<file path="src/design/rcsf_pkg.sv">
package rcsf_pkg;

  localparam int unsigned CharW = 8;
  localparam int unsigned BaseW = 5;
  localparam int unsigned IdxW = 1;

  localparam logic [IdxW-1:0] RegSrcBase = 1'd0;
  localparam logic [IdxW-1:0] RegTgtBase = 1'd1;

  localparam logic [BaseW-1:0] BaseReset = 5'd10;

  localparam logic [CharW-1:0] ChMinus = 8'h2D;
  localparam logic [CharW-1:0] ChPoint = 8'h2E;
  localparam logic [CharW-1:0] ChZero = 8'h30;

  typedef struct packed {
    logic [CharW-1:0] in_char;
    logic             in_last;
  } in_item_t;

  typedef struct packed {
    logic [CharW-1:0] out_char;
    logic             out_error;
    logic             out_last;
  } out_item_t;

  typedef enum logic [3:0] {
    BK_IDLE,
    BK_FDIV,
    BK_CHECK,
    BK_SIGN,
    BK_IDIV,
    BK_IOUT,
    BK_POINT,
    BK_FMUL,
    BK_FOUT,
    BK_ERR
  } bk_state_e;

  function automatic logic [4:0] digit_of(input logic [CharW-1:0] c);
    logic [4:0] d;
    d = 5'h1F;
    if (c >= 8'h30 && c <= 8'h39) d = 5'(c - 8'h30);
    else if (c >= 8'h41 && c <= 8'h46) d = 5'(c - 8'h41 + 8'd10);
    else if (c >= 8'h61 && c <= 8'h66) d = 5'(c - 8'h61 + 8'd10);
    return d;
  endfunction

  function automatic logic [CharW-1:0] glyph(input logic [3:0] d);
    return (d < 4'd10) ? 8'(8'h30 + d) : 8'(8'h41 + d - 4'd10);
  endfunction

  function automatic logic base_ok(input logic [BaseW-1:0] b);
    return b >= 5'd2 && b <= 5'd16;
  endfunction

endpackage

</file>
<file path="src/design/rcsf_front.sv">
module rcsf_front #(
  parameter int unsigned INT_BITS    = 48,
  parameter int unsigned MAX_FRAC_IN = 12
) (
  input  logic                       clk_i,
  input  logic                       rst_ni,
  input  logic                       valid_i,
  input  rcsf_pkg::in_item_t         item_i,
  input  logic [rcsf_pkg::BaseW-1:0] src_base_i,
  input  logic                       full_i,
  output logic                       push_o,
  output logic [INT_BITS-1:0]        int_o,
  output logic [4*MAX_FRAC_IN+1-1:0] numer_o,
  output logic [4*MAX_FRAC_IN+1-1:0] denom_o,
  output logic                       neg_o,
  output logic                       err_o
);
  import rcsf_pkg::*;

  localparam int unsigned FW = 4 * MAX_FRAC_IN + 1;
  localparam int unsigned CW = $clog2(MAX_FRAC_IN + 1);

  logic [INT_BITS-1:0] int_q, int_d;
  logic [FW-1:0]       numer_q, numer_d, denom_q, denom_d;
  logic [CW-1:0]       cnt_q, cnt_d;
  logic                neg_q, neg_d, pt_q, pt_d, start_q, start_d, bad_q, bad_d;
  logic                lone;
  logic [4:0]          dg;
  logic [INT_BITS+4:0] iv;
  logic                take;

  assign take = valid_i && !full_i;
  assign dg = digit_of(item_i.in_char);
  assign iv = (INT_BITS+5)'(int_q) * (INT_BITS+5)'(src_base_i)
            + (INT_BITS+5)'(dg[3:0]);

  always_comb begin
    int_d = int_q; numer_d = numer_q; denom_d = denom_q; cnt_d = cnt_q;
    neg_d = neg_q; pt_d = pt_q; start_d = start_q; bad_d = bad_q;
    lone = start_q && item_i.in_char == ChMinus && item_i.in_last;
    if (start_q && item_i.in_char == ChMinus) begin
      neg_d = 1'b1; start_d = 1'b0;
    end else begin
      start_d = 1'b0;
      if (item_i.in_char == ChPoint) begin
        if (pt_q) bad_d = 1'b1;
        pt_d = 1'b1;
      end else if (dg == 5'h1F || !base_ok(src_base_i) || dg >= src_base_i) begin
        bad_d = 1'b1;
      end else if (!bad_q) begin
        if (!pt_q) begin
          if (iv[INT_BITS+4:INT_BITS] != '0) bad_d = 1'b1;
          else int_d = iv[INT_BITS-1:0];
        end else if (cnt_q < CW'(MAX_FRAC_IN)) begin
          numer_d = FW'(numer_q * src_base_i) + FW'(dg[3:0]);
          denom_d = FW'(denom_q * src_base_i);
          cnt_d = cnt_q + 1'b1;
        end
      end
    end
  end

  assign push_o  = take && item_i.in_last;
  assign int_o   = int_d;
  assign numer_o = numer_d;
  assign denom_o = denom_d;
  assign neg_o   = neg_d;
  assign err_o   = lone || bad_d;

  always_ff @(posedge clk_i or negedge rst_ni) begin
    if (!rst_ni) begin
      int_q <= '0; numer_q <= '0; denom_q <= FW'(1); cnt_q <= '0;
      neg_q <= 1'b0; pt_q <= 1'b0; start_q <= 1'b1; bad_q <= 1'b0;
    end else if (take) begin
      if (item_i.in_last) begin
        int_q <= '0; numer_q <= '0; denom_q <= FW'(1); cnt_q <= '0;
        neg_q <= 1'b0; pt_q <= 1'b0; start_q <= 1'b1; bad_q <= 1'b0;
      end else begin
        int_q <= int_d; numer_q <= numer_d; denom_q <= denom_d; cnt_q <= cnt_d;
        neg_q <= neg_d; pt_q <= pt_d; start_q <= start_d; bad_q <= bad_d;
      end
    end
  end
endmodule

</file>
<file path="src/design/rcsf_queue.sv">
module rcsf_queue #(
  parameter int unsigned W = 8
) (
  input  logic         clk_i,
  input  logic         rst_ni,
  input  logic         push_i,
  input  logic [W-1:0] data_i,
  output logic         full_o,
  input  logic         pop_i,
  output logic [W-1:0] data_o,
  output logic         empty_o
);
  logic [W-1:0] mem_q [2];
  logic         wp_q, rp_q;
  logic [1:0]   cnt_q;

  assign full_o  = cnt_q == 2'd2;
  assign empty_o = cnt_q == 2'd0;
  assign data_o  = mem_q[rp_q];

  always_ff @(posedge clk_i) begin
    if (push_i && !full_o) mem_q[wp_q] <= data_i;
  end

  always_ff @(posedge clk_i or negedge rst_ni) begin
    if (!rst_ni) begin
      wp_q <= 1'b0; rp_q <= 1'b0; cnt_q <= '0;
    end else begin
      if (push_i && !full_o) wp_q <= ~wp_q;
      if (pop_i && !empty_o) rp_q <= ~rp_q;
      cnt_q <= cnt_q + 2'(push_i && !full_o) - 2'(pop_i && !empty_o);
    end
  end
endmodule

</file>
<file path="src/design/rcsf_back.sv">
module rcsf_back #(
  parameter int unsigned INT_BITS     = 48,
  parameter int unsigned MAX_FRAC_IN  = 12,
  parameter int unsigned FRAC_BITS    = 40,
  parameter int unsigned MAX_FRAC_OUT = 10
) (
  input  logic                       clk_i,
  input  logic                       rst_ni,
  input  logic                       empty_i,
  output logic                       pop_o,
  input  logic [INT_BITS-1:0]        int_i,
  input  logic [4*MAX_FRAC_IN+1-1:0] numer_i,
  input  logic [4*MAX_FRAC_IN+1-1:0] denom_i,
  input  logic                       neg_i,
  input  logic                       err_i,
  input  logic [rcsf_pkg::BaseW-1:0] src_base_i,
  input  logic [rcsf_pkg::BaseW-1:0] tgt_base_i,
  output logic                       valid_o,
  output rcsf_pkg::out_item_t        item_o,
  input  logic                       ready_i
);
  import rcsf_pkg::*;

  localparam int unsigned FW = 4 * MAX_FRAC_IN + 1;
  localparam int unsigned IW = $clog2(INT_BITS + 1);
  localparam int unsigned BW = $clog2(INT_BITS);
  localparam int unsigned KW = $clog2(MAX_FRAC_OUT + 1);
  localparam int unsigned SW = $clog2(FRAC_BITS + 1);
  localparam int unsigned QW = $clog2(INT_BITS + 1);
  localparam logic [FRAC_BITS-1:0] Eps = FRAC_BITS'((64'd1 << FRAC_BITS) / 64'd10000000000);

  bk_state_e state_q, state_d;
  logic [INT_BITS-1:0]  v_q, quo_q, rem_acc_q;
  logic [FW:0]          r_q, den_q;
  logic [FRAC_BITS-1:0] f_q;
  logic [SW-1:0]        step_q;
  logic [QW-1:0]        bit_q;
  logic [IW-1:0]        nd_q;
  logic [KW-1:0]        k_q;
  logic                 neg_q;
  logic                 zero_q;
  logic [3:0]           buf_q [INT_BITS];
  logic [3:0]           buf_rd_q;
  logic [FRAC_BITS+4:0] fm;
  logic                 fire, wr_buf, zero_val;
  logic [INT_BITS:0]    rem_sh;
  logic [INT_BITS:0]    tb_ext;
  logic                 rem_ge;
  logic                 frac_end;
  logic [FW+1:0]        r_sh;

  assign fire    = valid_o && ready_i;
  assign r_sh    = {r_q, 1'b0};
  assign rem_sh  = {rem_acc_q, v_q[INT_BITS-1]};
  assign tb_ext  = (INT_BITS+1)'(tgt_base_i);
  assign rem_ge  = rem_sh >= tb_ext;
  assign fm      = (FRAC_BITS+5)'(f_q) * (FRAC_BITS+5)'(tgt_base_i);
  assign frac_end = fm[FRAC_BITS-1:0] <= Eps || k_q == KW'(MAX_FRAC_OUT - 1);
  assign zero_val = v_q == '0 && f_q <= Eps;
  assign wr_buf  = state_q == BK_IDIV && bit_q == QW'(INT_BITS - 1);

  always_comb begin
    state_d = state_q;
    unique case (state_q)
      BK_IDLE:  if (!empty_i) state_d = (err_i || !base_ok(src_base_i) ||
                                         !base_ok(tgt_base_i)) ? BK_ERR : BK_FDIV;
      BK_FDIV:  if (step_q == SW'(FRAC_BITS - 1)) state_d = BK_CHECK;
      BK_CHECK: state_d = zero_val ? BK_IOUT : (neg_q ? BK_SIGN : BK_IDIV);
      BK_SIGN:  if (fire) state_d = BK_IDIV;
      BK_IDIV:  if (v_q == '0 && bit_q == '0) state_d = BK_IOUT;
      BK_IOUT:  if (fire && (nd_q <= IW'(1) || zero_q))
                  state_d = (zero_q || f_q <= Eps) ? BK_IDLE : BK_POINT;
      BK_POINT: if (fire) state_d = BK_FMUL;
      BK_FMUL:  state_d = BK_FOUT;
      BK_FOUT:  if (fire) state_d = frac_end ? BK_IDLE : BK_FMUL;
      BK_ERR:   if (fire) state_d = BK_IDLE;
      default:  state_d = BK_IDLE;
    endcase
  end

  always_comb begin
    valid_o = 1'b0;
    item_o = '0;
    unique case (state_q)
      BK_SIGN: begin valid_o = 1'b1; item_o.out_char = ChMinus; end
      BK_IOUT: begin
        valid_o = 1'b1;
        item_o.out_char = (zero_q || nd_q == '0) ? ChZero : glyph(buf_rd_q);
        item_o.out_last = zero_q || (nd_q <= IW'(1) && f_q <= Eps);
      end
      BK_POINT: begin valid_o = 1'b1; item_o.out_char = ChPoint; end
      BK_FOUT: begin
        valid_o = 1'b1;
        item_o.out_char = glyph(fm[FRAC_BITS+3:FRAC_BITS]);
        item_o.out_last = frac_end;
      end
      BK_ERR: begin valid_o = 1'b1; item_o.out_error = 1'b1; item_o.out_last = 1'b1; end
      default: ;
    endcase
  end

  assign pop_o = state_q == BK_IDLE && !empty_i;

  always_ff @(posedge clk_i) begin
    if (wr_buf) buf_q[nd_q[BW-1:0]] <= rem_ge ? 4'(rem_sh - tb_ext) : 4'(rem_sh);
    if (state_q == BK_IOUT && fire) buf_rd_q <= buf_q[BW'(nd_q - IW'(2))];
    else buf_rd_q <= buf_q[BW'(nd_q - IW'(1))];
  end

  always_ff @(posedge clk_i or negedge rst_ni) begin
    if (!rst_ni) begin
      state_q <= BK_IDLE;
      v_q <= '0; quo_q <= '0; rem_acc_q <= '0; r_q <= '0; den_q <= '0;
      f_q <= '0; step_q <= '0; bit_q <= '0; nd_q <= '0; k_q <= '0; neg_q <= 1'b0;
      zero_q <= 1'b0;
    end else begin
      state_q <= state_d;
      unique case (state_q)
        BK_IDLE: if (!empty_i) begin
          v_q <= int_i; r_q <= (FW+1)'(numer_i); den_q <= (FW+1)'(denom_i);
          neg_q <= neg_i; f_q <= '0; step_q <= '0; nd_q <= '0; k_q <= '0;
        end
        BK_FDIV: begin
          step_q <= step_q + 1'b1;
          if (r_sh >= (FW+2)'(den_q)) begin
            r_q <= (FW+1)'(r_sh - (FW+2)'(den_q)); f_q <= {f_q[FRAC_BITS-2:0], 1'b1};
          end else begin
            r_q <= r_sh[FW:0]; f_q <= {f_q[FRAC_BITS-2:0], 1'b0};
          end
        end
        BK_CHECK: begin bit_q <= '0; quo_q <= '0; rem_acc_q <= '0; zero_q <= zero_val; end
        BK_IDIV: begin
          if (v_q != '0 || bit_q != '0) begin
            if (bit_q == QW'(INT_BITS - 1)) begin
              nd_q <= nd_q + 1'b1;
              v_q <= {quo_q[INT_BITS-2:0], rem_ge};
              bit_q <= '0; quo_q <= '0; rem_acc_q <= '0;
            end else begin
              v_q <= {v_q[INT_BITS-2:0], 1'b0};
              rem_acc_q <= rem_ge ? INT_BITS'(rem_sh - tb_ext) : INT_BITS'(rem_sh);
              quo_q <= {quo_q[INT_BITS-2:0], rem_ge};
              bit_q <= bit_q + 1'b1;
            end
          end
        end
        BK_IOUT: if (fire) nd_q <= nd_q - IW'(nd_q != '0);
        BK_FMUL: ;
        BK_FOUT: if (fire) begin
          f_q <= fm[FRAC_BITS-1:0]; k_q <= k_q + 1'b1;
        end
        default: ;
      endcase
    end
  end
endmodule

</file>
<file path="src/design/radix_converter_signed_fraction.sv">
// After the last character the back end divides the fraction (BK_FDIV) and checks for a
// zero value; a sign or zero goes out next, else integer digits are divided first (BK_IDIV).
// One character per cycle enters the front while the command queue is not full; while pop
// is held, integer digits leave one per cycle, each fraction digit after a BK_FMUL step.
// Reset: asynchronous, active low; both bases return to 10, numeral state cleared.
module radix_converter_signed_fraction #(
  parameter int unsigned INT_BITS     = 48,
  parameter int unsigned MAX_FRAC_IN  = 12,
  parameter int unsigned FRAC_BITS    = 40,
  parameter int unsigned MAX_FRAC_OUT = 10
) (
  input  logic                       clk_i,
  input  logic                       rst_ni,
  input  logic                       push,
  output logic                       full,
  input  rcsf_pkg::in_item_t         in_item_i,
  output logic                       empty,
  input  logic                       pop,
  output rcsf_pkg::out_item_t        out_item_o,
  input  logic                       cfg_we_i,
  input  logic [rcsf_pkg::IdxW-1:0]  cfg_idx_i,
  input  logic [rcsf_pkg::BaseW-1:0] cfg_data_i
);
  import rcsf_pkg::*;

  localparam int unsigned FW = 4 * MAX_FRAC_IN + 1;
  localparam int unsigned QW = INT_BITS + 2 * FW + 2;

  logic [BaseW-1:0] src_q, tgt_q;
  logic             q_push, q_full, q_empty, q_pop;
  logic [QW-1:0]    q_in, q_out;
  logic [INT_BITS-1:0] f_int;
  logic [FW-1:0]       f_num, f_den;
  logic                f_neg, f_err;
  logic                r_valid, r_full, r_empty;
  out_item_t           r_item;
  logic [$bits(out_item_t)-1:0] r_out;

  always_ff @(posedge clk_i or negedge rst_ni) begin
    if (!rst_ni) begin
      src_q <= BaseReset; tgt_q <= BaseReset;
    end else if (cfg_we_i) begin
      unique case (cfg_idx_i)
        RegSrcBase: src_q <= cfg_data_i;
        RegTgtBase: tgt_q <= cfg_data_i;
        default: ;
      endcase
    end
  end

  assign full = q_full;

  rcsf_front #(.INT_BITS(INT_BITS), .MAX_FRAC_IN(MAX_FRAC_IN)) u_front (
    .clk_i, .rst_ni, .valid_i(push), .item_i(in_item_i), .src_base_i(src_q),
    .full_i(q_full), .push_o(q_push), .int_o(f_int), .numer_o(f_num),
    .denom_o(f_den), .neg_o(f_neg), .err_o(f_err)
  );

  assign q_in = {f_int, f_num, f_den, f_neg, f_err};

  rcsf_queue #(.W(QW)) u_cmdq (
    .clk_i, .rst_ni, .push_i(q_push), .data_i(q_in), .full_o(q_full),
    .pop_i(q_pop), .data_o(q_out), .empty_o(q_empty)
  );

  rcsf_back #(.INT_BITS(INT_BITS), .MAX_FRAC_IN(MAX_FRAC_IN), .FRAC_BITS(FRAC_BITS),
              .MAX_FRAC_OUT(MAX_FRAC_OUT)) u_back (
    .clk_i, .rst_ni, .empty_i(q_empty), .pop_o(q_pop),
    .int_i(q_out[QW-1 -: INT_BITS]), .numer_i(q_out[2*FW+1 -: FW]),
    .denom_i(q_out[FW+1 -: FW]), .neg_i(q_out[1]), .err_i(q_out[0]),
    .src_base_i(src_q), .tgt_base_i(tgt_q),
    .valid_o(r_valid), .item_o(r_item), .ready_i(!r_full)
  );

  rcsf_queue #(.W($bits(out_item_t))) u_resq (
    .clk_i, .rst_ni, .push_i(r_valid), .data_i(r_item), .full_o(r_full),
    .pop_i(pop), .data_o(r_out), .empty_o(r_empty)
  );

  assign empty = r_empty;
  assign out_item_o = r_out;
endmodule

</file>
<file path="config.mk">
export PLATFORM = sky130hd
export DESIGN_NAME = radix_converter_signed_fraction
export DESIGN_NICKNAME = d
export VERILOG_FILES = /design/src/design/rcsf_pkg.sv /design/src/design/rcsf_front.sv /design/src/design/rcsf_queue.sv /design/src/design/rcsf_back.sv /design/src/design/radix_converter_signed_fraction.sv
export SDC_FILE = /design/constraint.sdc
export NUM_CORES = 2
export LEC_CHECK = 0
export CORE_MARGIN = 4
export CORE_UTILIZATION = 57
export CTS_CLUSTER_SIZE = 30
export DETAILED_ROUTE_END_ITERATION = 16
export DONT_BUFFER_PORTS = 1
export GPL_TIMING_DRIVEN = 0
export PLACE_DENSITY = 0.76
export SLEW_MARGIN = 20
export SYNTH_ARGS = -nofsm -noshare
export SYNTH_HDL_FRONTEND = slang
export SYNTH_SLANG_ARGS = --single-unit
export TNS_END_PERCENT = 100
</file>
<file path="constraint.sdc">
create_clock -name clk_i -period 18 [get_ports clk_i]
set_input_delay 2.7 -clock clk_i [delete_from_list [all_inputs] [get_ports clk_i]]
set_output_delay 2.7 -clock clk_i [all_outputs]
set_load 0.1 [all_outputs]
</file>
==> impl_metrics.yaml <==
sta:
  finClkSkew_ps: 56.67
  rsz0062_at_grt: "false"
  fin_crit_sh_pct: 53.82
  slew-limit-headroom_pct: 12.45
  finalWorstSetupSlack_ps: 8312
  tns_ps: 0
  finalSetupViolations: 0
  fmax_ghz: 0.1032
  layout_min_cycle_time_ps: 9688
  hold_viol: 0
  tightest_slew_ps: 1300
  slew_violations: 0
worst_setup_path:
  worstPathRequired_ps: 18410
  crit_path_end_kind: "flip-flop"
  start_kind: "input pin"
  crit_path_start: "in_item_i[1]"
  reg2reg_from: "src_q[0]"
  worstSetupPathType: "in -> reg"
  crit_fanout: 10
  cp_data_arrival_time_ps: 10100
clock_tree:
  tritoncts: "done"
  cts_root_buf: "clkbuf_16"
  cts_htree_levels: 3
  clk_latency_ps: 730
  post_cts_resize_count: 0
  postCtsHoldBufs: 0
  cts_buffer_depth: 3
  postCtsSetupRepairBufs: 0
  numCtsBuffers: 104
  clock_sinks: 992
  clkSlewWorstSetupHoldPaths_ps: 60
yosys:
  synth.distinct_cells: 97
  synth_edf_count: 506
  postSynth.asyncResetShare_pct: 48.59
  ys_seq_area_share_pct: 35.79
  synth_top_area_cell: "edfxtp_1"
  netlist_area_um2: 76400
  netlist.area_leader.share_pct: 19.89
  yosys_most_used_dff: "edfxtp_1"
  avgSynthCellArea_um2: 9.879
  syn_nets: 8673
  yosys_warnings: 0
  ys_top_cells_by_count: "nand2_1 (1201), inv_1 (584), fa_1 (529)"
  ys_ff_latch: 992
  postSynthCellCount: 7733
  yosysMostFrequentCell: "nand2_1"
  yosys-top-cells-area: "edfxtp_1 (20%), dfrtp_1 (16%), fa_1 (14%)"
routing:
  drtIter0Drc: 6452
  num_vias: 60660
  wl_per_cell_um: 22.70
  drc_errors: 0
  firstDrtPassIters: 6
  routed_wl_mm: 220.8
  via_per_inst: 6.239
  ant_nets: 0
pwr:
  vdd_drop_max_mv: 0.3240
  p_leak_nw: 37.16
  p_per_area_nw_per_um2: 190.8
global_route:
  globalRouteOverflowTotal: 0
  antenna_found_initial: 4
  grt_pass1_wl_mm: 345.4
  grt_use_total_pct: 31.17
  first_global_vias: 61060
  grt_max_degree: 483
worst_hold_path:
  hp-class: "reg -> reg"
  hp-start: "u_front.start_q"
floorplanning:
  core-area_um2: 133300
  rows: 134
  start_util_pct: 57.32
  io_pins: 32
  chipWidth_um: 374.1
  die_y_um: 374.1
  die_area_um2: 140000
place:
  port_buffers: 0
  dpl.hpwl_mm: 165.9
  pre_cts_ws_ps: 7795
  globalplace.congestion: 0.9680
cells_and_area:
  syn_to_final_growth_pct: 8.426
  nets: 8796
  drive_gt1_share_pct: 5.185
flow_run:
  maxCapViolations: 0
outcome:
  outcome: "finished, final reports clean"
[worst paths after layout]
check                           cells past startpoint                   end  slack [ps]
worst min register to register                      2       u_front.start_q         470
min in group asynchronous                           0        u_back.f_q[34]        1710
worst max-delay path                               26  u_cmdq.mem_q[0][100]        8310
worst max register to register                     22  u_cmdq.mem_q[0][100]        8620
worst min-delay path                                2       u_front.start_q         470
max in group asynchronous                           2    u_front.numer_q[1]       14520
[layer usage]
metal | global-route usage, % | share of wire, % | vias up
met5 | 0 | 0.010 | -
li1 | - | - | 27020
met1 | 41.89 | 40 | 30210
met3 | 6.450 | 9.4 | 521
met4 | 12.46 | 4.3 | 4
met2 | 49.84 | 46 | 2903
[through the flow]
step / utilization, % / power, W / hold WS (ps) / cells / instance area [um^2]
after detailed placement: 59.27 / 0.01323 / 460.9 / 9515 / 79000
after CTS: 62.06 / 0.01566 / 469.0 / 9711 / 82720
after floorplan: - / 0.01051 / 436.1 / 7733 / 76400
final: 62.15 / 0.01580 / 468.9 / 9723 / 82830
after global placement: 58.98 / 0.01241 / 452.0 / 9501 / 78610
after global routing: 62.13 / 0.01690 / 495.2 / 9714 / 82810
[state kept, by name (all words and copies together), names as in the netlist, 18 cells and up]
name	flops
u_back.buf_q	192
u_back.den_q	49
u_back.f_q	40
u_back.quo_q	47
u_back.r_q	50
u_back.rem_acc_q	48
u_back.v_q	48
u_cmdq.mem_q	296
u_front.denom_q	49
u_front.int_q	48
u_front.numer_q	49
u_resq.mem_q	18
[cells in the final DEF (no fill, tap or decap), types with 66 or more instances in the layout]
master     count
nand2_1     1201
inv_1        584
fa_1         529
o21ai_0      514
edfxtp_1     506
dfrtp_1      476
and2_1       462
nor2_1       399
ha_1         391
clkbuf_1     372
a21oi_1      364
mux2i_1      201
xnor2_1      170
a21o_1       169
mux4_2       120
xor2_1       114
clkbuf_16    107
nand3_1       85
a22o_1        73
nand4_1       66
[final cells by class]
class / instances / area (um^2)
Fill cell: 10860 / 50460
Tap cell: 1768 / 2212
Inverter: 586 / 2200
Sequential cell: 992 / 27340
Antenna cell: 9 / 22.52
Clock buffer: 133 / 2855
Multi-Input combinational cell: 5749 / 45370
Timing Repair Buffer: 17 / 414.1
Buffer: 406 / 1550
Clock inverter: 63 / 865.8
[where the power goes]
part	switching (W)	internal, W
Combinational	0.00612	0.00337
Clock	0.000980	0.00138
Sequential	0.000371	0.00359
[worst max-delay path, cell delays in order]
cell	delay, ps
inv_1	100
ha_1	290
nand2_1	70
o21ai_0	70
o221ai_1	290
or3_1	400
a21o_1	210
inv_1	200
fa_1	430
inv_1	70
ha_1	250
fa_1	580
inv_1	70
fa_1	440
nand2b_1	170
a21o_1	200
a211oi_1	290
o21ai_0	210
a311oi_1	470
nor2_1	120
or3_1	380
a211oi_1	400
nand4b_2	320
clkbuf_1	340
clkbuf_1	370
o21ai_0	680
[logic make-up (layout without fill, tap and decap cells)]
logic type                 count (synthesis)  in the layout  share of synthesized area, %
AOI/OAI and AO/OA                       1634           1634                         13.58
DFF                                      992            992                         35.79
other                                      1             10                      0.004909
xor gates and xnor gates                 285            285                         3.267
and+or+nand+nor                         2566           2566                         15.69
buffers and inverters                    992           1205                         4.900
muxes                                    343            343                         6.495
adders and majority gates                920            920                         20.27
(Power assumes the default switching activity.)
